==> src/chist_pkg.sv <==
// Shared constants, codes and control types of the clipped sample histogram.
// Used by the controller, the datapath and the top level.
`timescale 1ns / 1ps

package chist_pkg;

   localparam int unsigned BINS             = 256;
   localparam int unsigned BIN_BITS         = 8;
   localparam int unsigned COUNT_LIMIT_BITS = 24;
   localparam int unsigned DATA_W           = 32;
   localparam int unsigned NORM_W           = 17;
   localparam int unsigned COUNT_W          = 25;
   localparam int unsigned OP_W             = 2;
   localparam int unsigned REQ_W            = 40;
   localparam int unsigned RSP_W            = 72;

   localparam logic [NORM_W-1:0]   NORM_ONE    = 17'h10000;
   localparam logic [BIN_BITS-1:0] BIN_MAX     = 8'hFF;
   localparam logic [DATA_W-1:0]   CLIP_RESET  = 32'h0000_0000;
   localparam logic [DATA_W-1:0]   SCALE_RESET = 32'h00FF_0000;

   // Configuration register indexes.
   localparam logic CSR_CLIP_LOW  = 1'b0;
   localparam logic CSR_BIN_SCALE = 1'b1;

   typedef enum logic [OP_W-1:0] {
      OP_ADD   = 2'd0,
      OP_READ  = 2'd1,
      OP_CLEAR = 2'd2
   } opcode_type;

   typedef enum logic [8:0] {
      ST_IDLE   = 9'b000000001,
      ST_DIFF   = 9'b000000010,
      ST_MULT   = 9'b000000100,
      ST_ADDR   = 9'b000001000,
      ST_UPD    = 9'b000010000,
      ST_DSTART = 9'b000100000,
      ST_DWAIT  = 9'b001000000,
      ST_RESP   = 9'b010000000,
      ST_CLR    = 9'b100000000
   } state_type;

   typedef struct packed {
      logic load_in;
      logic calc_diff;
      logic calc_prod;
      logic mem_rd;
      logic sel_index;
      logic update;
      logic write_back;
      logic div_start;
      logic load_out;
      logic use_quot;
      logic clear;
   } ctrl_cmd_type;

   typedef struct packed {
      logic peak_zero;
      logic div_done;
      logic out_free;
   } dp_status_type;

endpackage

==> src/chist_ctrl.sv <==
// Controller state machine of the clipped sample histogram.
// Uses chist_pkg for the state, opcode and command/status types.
`timescale 1ns / 1ps

module chist_ctrl (
   input  logic                          clock,
   input  logic                          reset,
   input  logic                          req_tvalid,
   output logic                          req_tready,
   input  logic [chist_pkg::OP_W-1:0]    req_tuser,
   input  logic                          req_tlast,
   input  chist_pkg::dp_status_type      sts,
   output chist_pkg::ctrl_cmd_type       cmd
);

   chist_pkg::state_type           state_ff, state_in;
   logic [chist_pkg::OP_W-1:0]     op_ff, op_in;
   logic                           last_ff, last_in;

   always_comb begin
      state_in = state_ff;
      op_in    = op_ff;
      last_in  = last_ff;
      cmd      = '0;
      case (state_ff)
         chist_pkg::ST_IDLE: begin
            if (req_tvalid) begin
               cmd.load_in = 1'b1;
               op_in       = req_tuser;
               last_in     = req_tlast;
               case (req_tuser)
                  chist_pkg::OP_ADD:   state_in = chist_pkg::ST_DIFF;
                  chist_pkg::OP_READ:  state_in = chist_pkg::ST_ADDR;
                  chist_pkg::OP_CLEAR: state_in = chist_pkg::ST_CLR;
                  default:             state_in = chist_pkg::ST_IDLE;
               endcase
            end
         end
         chist_pkg::ST_DIFF: begin
            cmd.calc_diff = 1'b1;
            state_in      = chist_pkg::ST_MULT;
         end
         chist_pkg::ST_MULT: begin
            cmd.calc_prod = 1'b1;
            state_in      = chist_pkg::ST_ADDR;
         end
         chist_pkg::ST_ADDR: begin
            cmd.mem_rd    = 1'b1;
            cmd.sel_index = (op_ff == chist_pkg::OP_READ);
            state_in      = chist_pkg::ST_UPD;
         end
         chist_pkg::ST_UPD: begin
            cmd.update = 1'b1;
            if (op_ff == chist_pkg::OP_ADD) begin
               cmd.write_back = 1'b1;
               state_in = last_ff ? chist_pkg::ST_RESP : chist_pkg::ST_IDLE;
            end else begin
               state_in = sts.peak_zero ? chist_pkg::ST_RESP : chist_pkg::ST_DSTART;
            end
         end
         chist_pkg::ST_DSTART: begin
            cmd.div_start = 1'b1;
            state_in      = chist_pkg::ST_DWAIT;
         end
         chist_pkg::ST_DWAIT: begin
            if (sts.div_done) begin
               state_in = chist_pkg::ST_RESP;
            end
         end
         chist_pkg::ST_RESP: begin
            // Wait here only while the previous word still sits in the output register.
            if (sts.out_free) begin
               cmd.load_out = 1'b1;
               cmd.use_quot = (op_ff == chist_pkg::OP_READ) && !sts.peak_zero;
               state_in     = chist_pkg::ST_IDLE;
            end
         end
         chist_pkg::ST_CLR: begin
            cmd.clear = 1'b1;
            state_in  = chist_pkg::ST_IDLE;
         end
         default: begin
            state_in = chist_pkg::ST_IDLE;
         end
      endcase
   end

   always_ff @(posedge clock) begin
      if (reset) begin
         state_ff <= chist_pkg::ST_IDLE;
      end else begin
         state_ff <= state_in;
      end
   end

   always_ff @(posedge clock) begin
      op_ff   <= op_in;
      last_ff <= last_in;
   end

   assign req_tready = (state_ff == chist_pkg::ST_IDLE);

endmodule

==> config.mk <==
export PLATFORM = sky130hd
export DESIGN_NAME = chist_ctrl
export DESIGN_NICKNAME = d
export VERILOG_FILES = /design/src/chist_pkg.sv /design/src/chist_ctrl.sv
export SDC_FILE = /design/constraint.sdc
export NUM_CORES = 1
export LEC_CHECK = 0
export CORE_MARGIN = 3
export CORE_UTILIZATION = 35
export DETAILED_ROUTE_END_ITERATION = 12
export DONT_BUFFER_PORTS = 1
export SYNTH_ARGS = -nofsm -noshare
export SYNTH_HDL_FRONTEND = slang
export SYNTH_SLANG_ARGS = --single-unit
==> constraint.sdc <==
create_clock -name clock -period 2 [get_ports clock]
set_input_delay 0.3 -clock clock [delete_from_list [all_inputs] [get_ports clock]]
set_output_delay 0.3 -clock clock [all_outputs]
set_load 0.1 [all_outputs]
* Word level (Yosys, flattened, before mapping)
Cells that the tools add are included.
** Word-level totals
- Register bits after elaboration :: 12
- Input bits :: 9
- Output and inout bits :: 12
- Logic and storage cells :: 43
** Operators by class
- Equal/unequal tests :: 15
- Multiplexer cells :: 19
- Reduce and logical (&&, ||, !) cells :: 6
** Operators by type and width (count)
- 9-bit one-hot mux with 8 select lines :: 1
- 9-bit 2-to-1 mux :: 3
- 9-bit one-hot mux with 3 select lines :: 1
- 8-bit 2-to-1 mux :: 3
- 9-bit by 1-bit == test with 1-bit output (second input constant) :: 1
- 9-bit by 2-bit == test with 1-bit output (second input constant) :: 1
- 9-bit by 3-bit == test with 1-bit output (second input constant) :: 1
- 9-bit by 4-bit == test with 1-bit output (second input constant) :: 1
- 9-bit by 5-bit == test with 1-bit output (second input constant) :: 1
- 9-bit by 6-bit == test with 1-bit output (second input constant) :: 1
- 9-bit by 7-bit == test with 1-bit output (second input constant) :: 1
- 9-bit by 8-bit == test with 1-bit output (second input constant) :: 1
- 9-bit == test (second input constant) :: 1
- 2-bit 2-to-1 mux :: 4
- 1-bit 2-to-1 mux :: 7
- 2-bit inequality test (second input constant) :: 3
- 2-bit by 1-bit == test with 1-bit output (second input constant) :: 2
- 2-bit zero test :: 2
- 3-bit AND reduction :: 1
- 2-bit == test (second input constant) :: 1
- 2-bit AND reduction :: 1
- 1-bit logical AND :: 1
- 1-bit zero test :: 1

* Logic depth before layout (Yosys ltp)
Gate-level depths: netlist (run 1).
- Depth in word-level cells :: 4
- Gate-level depth with buffers :: 5
- Gate-level depth less buffers :: 4

* Worst setup path after synthesis (run 1)
No wires, ideal clock.
- Kind :: reg2out
- Start point :: register state_ff[0]
- End point :: output port cmd[0] (netlist name)
- Arrival :: 4.361 ns
- Data required time :: 1.700 ns
- Slack :: -2.661 ns
- Stages on the path, launching flop included :: 4
- Buffers on the path :: 0
- Cell sequence :: dfxtp_1 -> or4_4 -> or2_2 -> nor4b_1
** RTL lines
- start, declared :: RTL line chist_ctrl.sv:16 : chist_pkg::state_type state_ff, state_in;
- start signal, assigned :: RTL line chist_ctrl.sv:90 : state_ff <= chist_pkg::ST_IDLE;
- start signal, assigned :: RTL line chist_ctrl.sv:92 : state_ff <= state_in;
- end, declared :: RTL line chist_ctrl.sv:13 : output chist_pkg::ctrl_cmd_type cmd

==> reports/summary.txt, run 1 <==
vias = 829
Compound-Gate Fraction of Synth Area = 0.128
hpwl dp = 1640 um
Leakage = 0.511 nW
Die ar. = 0.00274 mm2
largest cells by area after synthesis = dfxtp_1, edfxtp_1, nor2_1, nor4b_1, or4b_2
crit end category = output port
critical-path maximum fanout = 3
Fin. Hold Viols = 0
CP Launch Type = flip-flop
fraction of layout instances using a drive strength above 1 = 0.583
Critical Path RT = 1.70 ns
Cell Area, Placed = 0.00121 mm2
Worst-path clk slew = 0.08 ns
Final Wtd Congestion = 0.892
core box area = 0.00200 mm2
Tightest Hold Check Type = in -> reg
clk_skew = 0.000734 ns
Vias/cell = 5.38
Slew @ Worst Pin = 0.381 ns
H-tree depth = 1
Post-Route WL = 2260 um
total track usage = 0.196
post-synthesis simple-gate area fraction = 0.440
worst path arrival time = 2.03 ns
critical path class = reg -> out
final design utilization = 0.703
GR Util met1 = 0.241
CTS Root Cell = clkbuf_4
wire per inst = 14.7 um
Period minus WS final = 2.33 ns
multiplexer share of the synthesized area = 0.0133
Layout area overhead = 86.9%
DRC violations left = 0
Hold-fix buffers, CTS = 0
post-synthesis instance total = 84
IO Pins = 21
Rows = 16
top-area cell type share of the netlist area = 0.239
failing checks = negative setup slack
YS warnings = 0
IR Drop Worst-Case VDD = 0.391 mV
Slew HR = 0.739
fin nets = 137
final worst setup slack = -0.332 ns
setup repair after global routing missed its margin = yes
MaxCap Viol Count = 0
grt ovf = 0
fin crit share = 1.17
Synth Register Bits = 12
Clock Tree Buf Depth = 2
M3 GR Usage = 0.0598
vias in the first global route = 856
clk sink count = 12
met2 usage = 0.324
fin. max-slew vios = 0
Die H = 52.4 um
largest area contributor in the netlist = dfxtp_1
post-route design area = 0.00141 mm2
Worst-Skew Late Latency = 0.28 ns
post-synthesis adder-cell area fraction = 0
busiest grt layer = met2
drt initial violations = 11
Post-DRT Antenna Nets = 0
Num CTS Buffers = 3
Syn Std Cell Area = 753 um2
Setup-failing EPs final = 13
PwrDens = 501 mW/mm2
first-pass GRT wire length = 4020 um
syn_nets = 93
register area share after synthesis = 0.359
die outline width = 52.4 um
Synth cell types = 37
ANT cells = 0
largest net degree at the start of global routing = 11
most frequent cells in the layout = buf_4, buf_12, nor2_1, dfxtp_1, nor2_4
Initial Util = 0.376
status = finished, violations left
CTS tree = built
post-synthesis xor/xnor area fraction = 0.0233
largest family of logic cells by synthesized area = simple AND/OR/NAND/NOR gates
FILL cells = 160
commonest non-fill, non-tap cell in the layout = buf_4
Mean Syn Cell Area = 8.97 um2
drt first pass iters = 4
fmax = 429 MHz
IO buf count = 0
initial antenna violation count = 0
[cells by family after synthesis]
family          count (synthesis)
mux                             1
simple gates                   49
compound gates                 13
buf+inv                         7
flops                          12
xor+xnor                        2
[per-layer routing]
metal,wire (um),up-vias,share of wire
li1,-,415,-
met1,935,391,0.41
met2,1180,19,0.52
met3,114,4,0.051
met4,30,0,0.013
met5,0,-,0
[cells in the mapped netlist (all sizes together)]
| library cell | instances |
|---|---|
| or4b | 3 |
| and4 | 1 |
| a2111o | 1 |
| xnor2 | 2 |
| a22o | 1 |
| nor3b | 2 |
| and3 | 1 |
| and4bb | 1 |
| a21oi | 3 |
| clkbuf | 2 |
| nor2 | 11 |
| nor4b | 4 |
| or3 | 3 |
| or3b | 2 |
| nor4 | 5 |
| dfxtp | 9 |
| mux2i | 1 |
| nand4b | 1 |
| edfxtp | 3 |
| and2 | 1 |
| or2 | 3 |
| or4 | 3 |
| a2111oi | 3 |
| nand3b | 2 |
| buf | 1 |
| o2111ai | 1 |
| inv | 4 |
| o21ai | 2 |
| nor3 | 2 |
| a31oi | 1 |
| o311ai | 1 |
| nand2b | 1 |
| nand2 | 3 |
[timing repair]
item	CTS	global route
gates resized for setup	15	3
hold endpoints to repair	0	0
pin swaps	7	4
setup endpoints to repair	13	15
setup buffers	11	3
[stage by stage]
stage / hold WS [ns] / worst slack, ns / total power (W) / TNS, ns / instances
after global placement: 0.370 / -0.0254 / 0.000503 / -0.0383 / 136
final: 0.0719 / -0.332 / 0.000705 / -2.94 / 154
after floorplan: 0.368 / -1.06 / 0.000431 / -4.55 / 84
after CTS: 0.0651 / -0.340 / 0.000695 / -3.03 / 151
after detailed placement: 0.374 / -0.0770 / 0.000505 / -0.140 / 136
after global routing: 0.0563 / -0.400 / 0.000739 / -3.94 / 154
[final timing paths]
kind / startpoint / endpoint / cells past startpoint / slack [ns]
hold / removal: reset / state_ff[6] / 1 / 0.07
hold reg to reg: state_ff[1] / state_ff[3] / 3 / 0.63
setup / recovery: state_ff[1] / cmd[1] / 5 / -0.33
setup reg to reg: state_ff[1] / state_ff[6] / 11 / -0.16
[final cells by class]
class | count | area [um2] | area share
Clock inverter | 1 | 3.75 | 0.00267
Clock buffer | 3 | 22.5 | 0.0160
Sequential cell | 12 | 274 | 0.195
Inverter | 4 | 26.3 | 0.0187
Tap cell | 27 | 33.8 | 0.0240
Multi-Input combinational cell | 65 | 567 | 0.403
Timing Repair Buffer | 42 | 480 | 0.341
[state kept, by name (all words and copies together), names as in the netlist]
register,flops
state_ff,9
last_ff,1
op_ff,2
[where the power goes]
group | leakage, nW | switching [W] | internal, W
Combinational | 0.393 | 0.000148 | 0.000128
Clock | 0.0154 | 0.0000871 | 0.0000724
Sequential | 0.103 | 0.00000663 | 0.000262
[worst max-delay path, cell delays in order (launching register included)]
cell,delay (ns)
dfxtp_2,0.32
or4_4,0.52
or2_4,0.27
nor4_4,0.18
and4bb_4,0.28
buf_12,0.17
Power figures use the tool's default switching activity.
==> run 2: changes to the inputs <==
--- a/config.mk
+++ b/config.mk
@@ -6,9 +6,10 @@
 export NUM_CORES = 1
 export LEC_CHECK = 0
 export CORE_MARGIN = 3
-export CORE_UTILIZATION = 35
+export CORE_UTILIZATION = 42
 export DETAILED_ROUTE_END_ITERATION = 12
 export DONT_BUFFER_PORTS = 1
+export SETUP_SLACK_MARGIN = 0.05
 export SYNTH_ARGS = -nofsm -noshare
 export SYNTH_HDL_FRONTEND = slang
 export SYNTH_SLANG_ARGS = --single-unit
==> run 2 against run 1 <==
Net effect: sequential power about the same; the run still ends with negative setup slack left; setup slack improved by 0.0092 ns; largest power group unchanged; cell count decreased by 5.8%; combinational power about the same.
==> reports/summary.txt, run 2 (synthesized netlist as in run 1, its figures left out) <==
fin crit share = 1.16 (-0.00460)
critical hold path startpoint = reset
setup repair after global routing missed its margin = yes
most frequent cells in the layout = buf_4, buf_12, nor2_1, dfxtp_1, nor2_4
fin. max-slew vios = 0 (unchanged)
busiest grt layer = met2
Cell Area, Placed = 0.00121 mm2 (+0.31%)
Slew HR = 0.716 (-0.0235)
vias in the first global route = 863 (+0.82%)
fin nets = 131 (-4.4%)
Leakage = 0.483 nW (-5.6%)
clk sink count = 12 (unchanged)
hold path depth = 1 (unchanged)
Reg-to-Reg End = state_ff[1]
grt ovf = 0 (unchanged)
final worst setup slack = -0.323 ns (+0.00920 ns)
Rows = 14 (-2)
Worst Reg-to-Reg Cells = 6 (-5)
Multi-input gate area = 567 um2 (unchanged)
H-tree depth = 1 (unchanged)
hold endpoint = state_ff[7]
FF-to-FF Start = state_ff[1]
critical path class = reg -> out
die outline width = 48.4 um (-7.7%)
drt first pass iters = 4 (unchanged)
Fin. Hold Viols = 0 (unchanged)
Post-Route WL = 2320 um (+2.9%)
first-pass GRT wire length = 4000 um (-0.50%)
wire per inst = 16.0 um (+9.3%)
crit end category = output port
largest net degree at the start of global routing = 11 (unchanged)
IO Pins = 21 (unchanged)
Initial Util = 0.473 (+0.0963)
CP Launch Type = flip-flop
Post-DRT Antenna Nets = 0 (unchanged)
Period minus WS final = 2.32 ns (-0.00920 ns)
IO buf count = 0 (unchanged)
vias = 838 (+1.1%)
Final Wtd Congestion = 0.906 (+1.7%)
met2 usage = 0.365 (+0.0403)
Critical Path RT = 1.70 ns (about the same)
Layout area overhead = 79.9%
M3 GR Usage = 0.0307 (-0.0292)
final design utilization = 0.850 (+0.147)
Hold WS = 0.0710 ns (-0.000851 ns)
GR Util met1 = 0.265 (+0.0234)
Die ar. = 0.00234 mm2 (-15%)
initial antenna violation count = 0 (unchanged)
total track usage = 0.211 (+0.0149)
fraction of layout instances using a drive strength above 1 = 0.562 (-0.0207)
clk_skew = 0.00883 ns (+0.00809 ns)
Setup-failing EPs final = 12 (-1)
Worst-Skew Late Latency = 0.28 ns (about the same)
max reg flops = 9 (unchanged)
status = finished, violations left
Hold-fix buffers, CTS = 0 (unchanged)
commonest non-fill, non-tap cell in the layout = buf_4
Tightest Hold Check Type = in -> reg
Power Total = 0.000702 W (-0.42%)
Clock Tree Buf Depth = 2 (unchanged)
CTS Root Cell = clkbuf_4
PwrDens = 518 mW/mm2 (+3.4%)
drt initial violations = 10 (-1)
MaxCap Viol Count = 0 (unchanged)
post-route design area = 0.00136 mm2 (-3.7%)
Reg area = 274 um2 (unchanged)
Vias/cell = 5.78 (+7.4%)
ANT cells = 0 (unchanged)
Worst-path clk slew = 0.09 ns (about the same)
DRC violations left = 0 (unchanged)
Place WS = -0.0669 ns (+0.0101 ns)
Setup crit start = state_ff[1]
Largest regs = state_ff (9), op_ff (2), last_ff (1)
critical-path maximum fanout = 2 (-1)
IR Drop Worst-Case VDD = 0.538 mV (+37%)
CTS tree = built
FILL cells = 85 (-47%)
register-to-register setup slack = 0.06 ns (+0.22 ns)
fmax = 431 MHz (+0.40%)
hpwl dp = 1620 um (-1.2%)
core box area = 0.00159 mm2 (-20%)
worst path arrival time = 2.02 ns (about the same)
Biggest register = state_ff
failing checks = negative setup slack
Num CTS Buffers = 3 (unchanged)
Die H = 48.4 um (-7.7%)
Slew @ Worst Pin = 0.415 ns (+0.0344 ns)
## run 2: cell types whose count changed in the layout (fill, tap and decap cells not counted)
cell,delta
buf_6,-1
buf_4,-5
## run 2: timing repair
action                     CTS  global route
pin swaps                    6             5
resized for setup           13             4
setup endpoints to repair   15            21
buffers inserted             5             3
## run 2: worst max-delay path by stage
stage	slack [ns]	to
floorplan	-1.06	cmd[1]
global placement	-0.03	cmd[4]
detailed placement	-0.07	cmd[4]
CTS	-0.32	cmd[1]
global route	-0.40	cmd[1]
finish	-0.32	cmd[1]
## run 2: through the flow
step	TNS [ns]	std cells
after CTS	-2.63	143
after floorplan	-4.55	84
final	-2.81	145
after global routing	-3.87	145
after global placement	-0.0471	134
after detailed placement	-0.113	134
## run 2: area by class of cell
cell class	count	share of cell area
clock inverters	1	0.00277
inverters	4	0.0194
flip-flops and latches	12	0.202
multi-input cells	65	0.418
repair buffers	36	0.319
clock buffers	3	0.0166
well taps	24	0.0222
## run 2: critical path, stage by stage, from the launching register on
cell and delay [ns]:
dfxtp_2 0.33, or4_4 0.52, or2_4 0.26, nor4_4 0.18, and4bb_4 0.29, buf_12 0.17
## run 2: layer usage
metal / part of all wire / up-vias
met2: 0.51 / 33
met4: 0.031 / 0
met3: 0.048 / 8
met5: 0 / -
met1: 0.42 / 396
li1: - / 401
## run 2: power breakdown
part / total [W] / internal, W / switching [W] / leakage, nW
clock: 0.000160 / 0.0000722 / 0.0000883 / 0.0154
sequential: 0.000268 / 0.000262 / 0.00000599 / 0.103
combinational: 0.000273 / 0.000121 / 0.000151 / 0.364
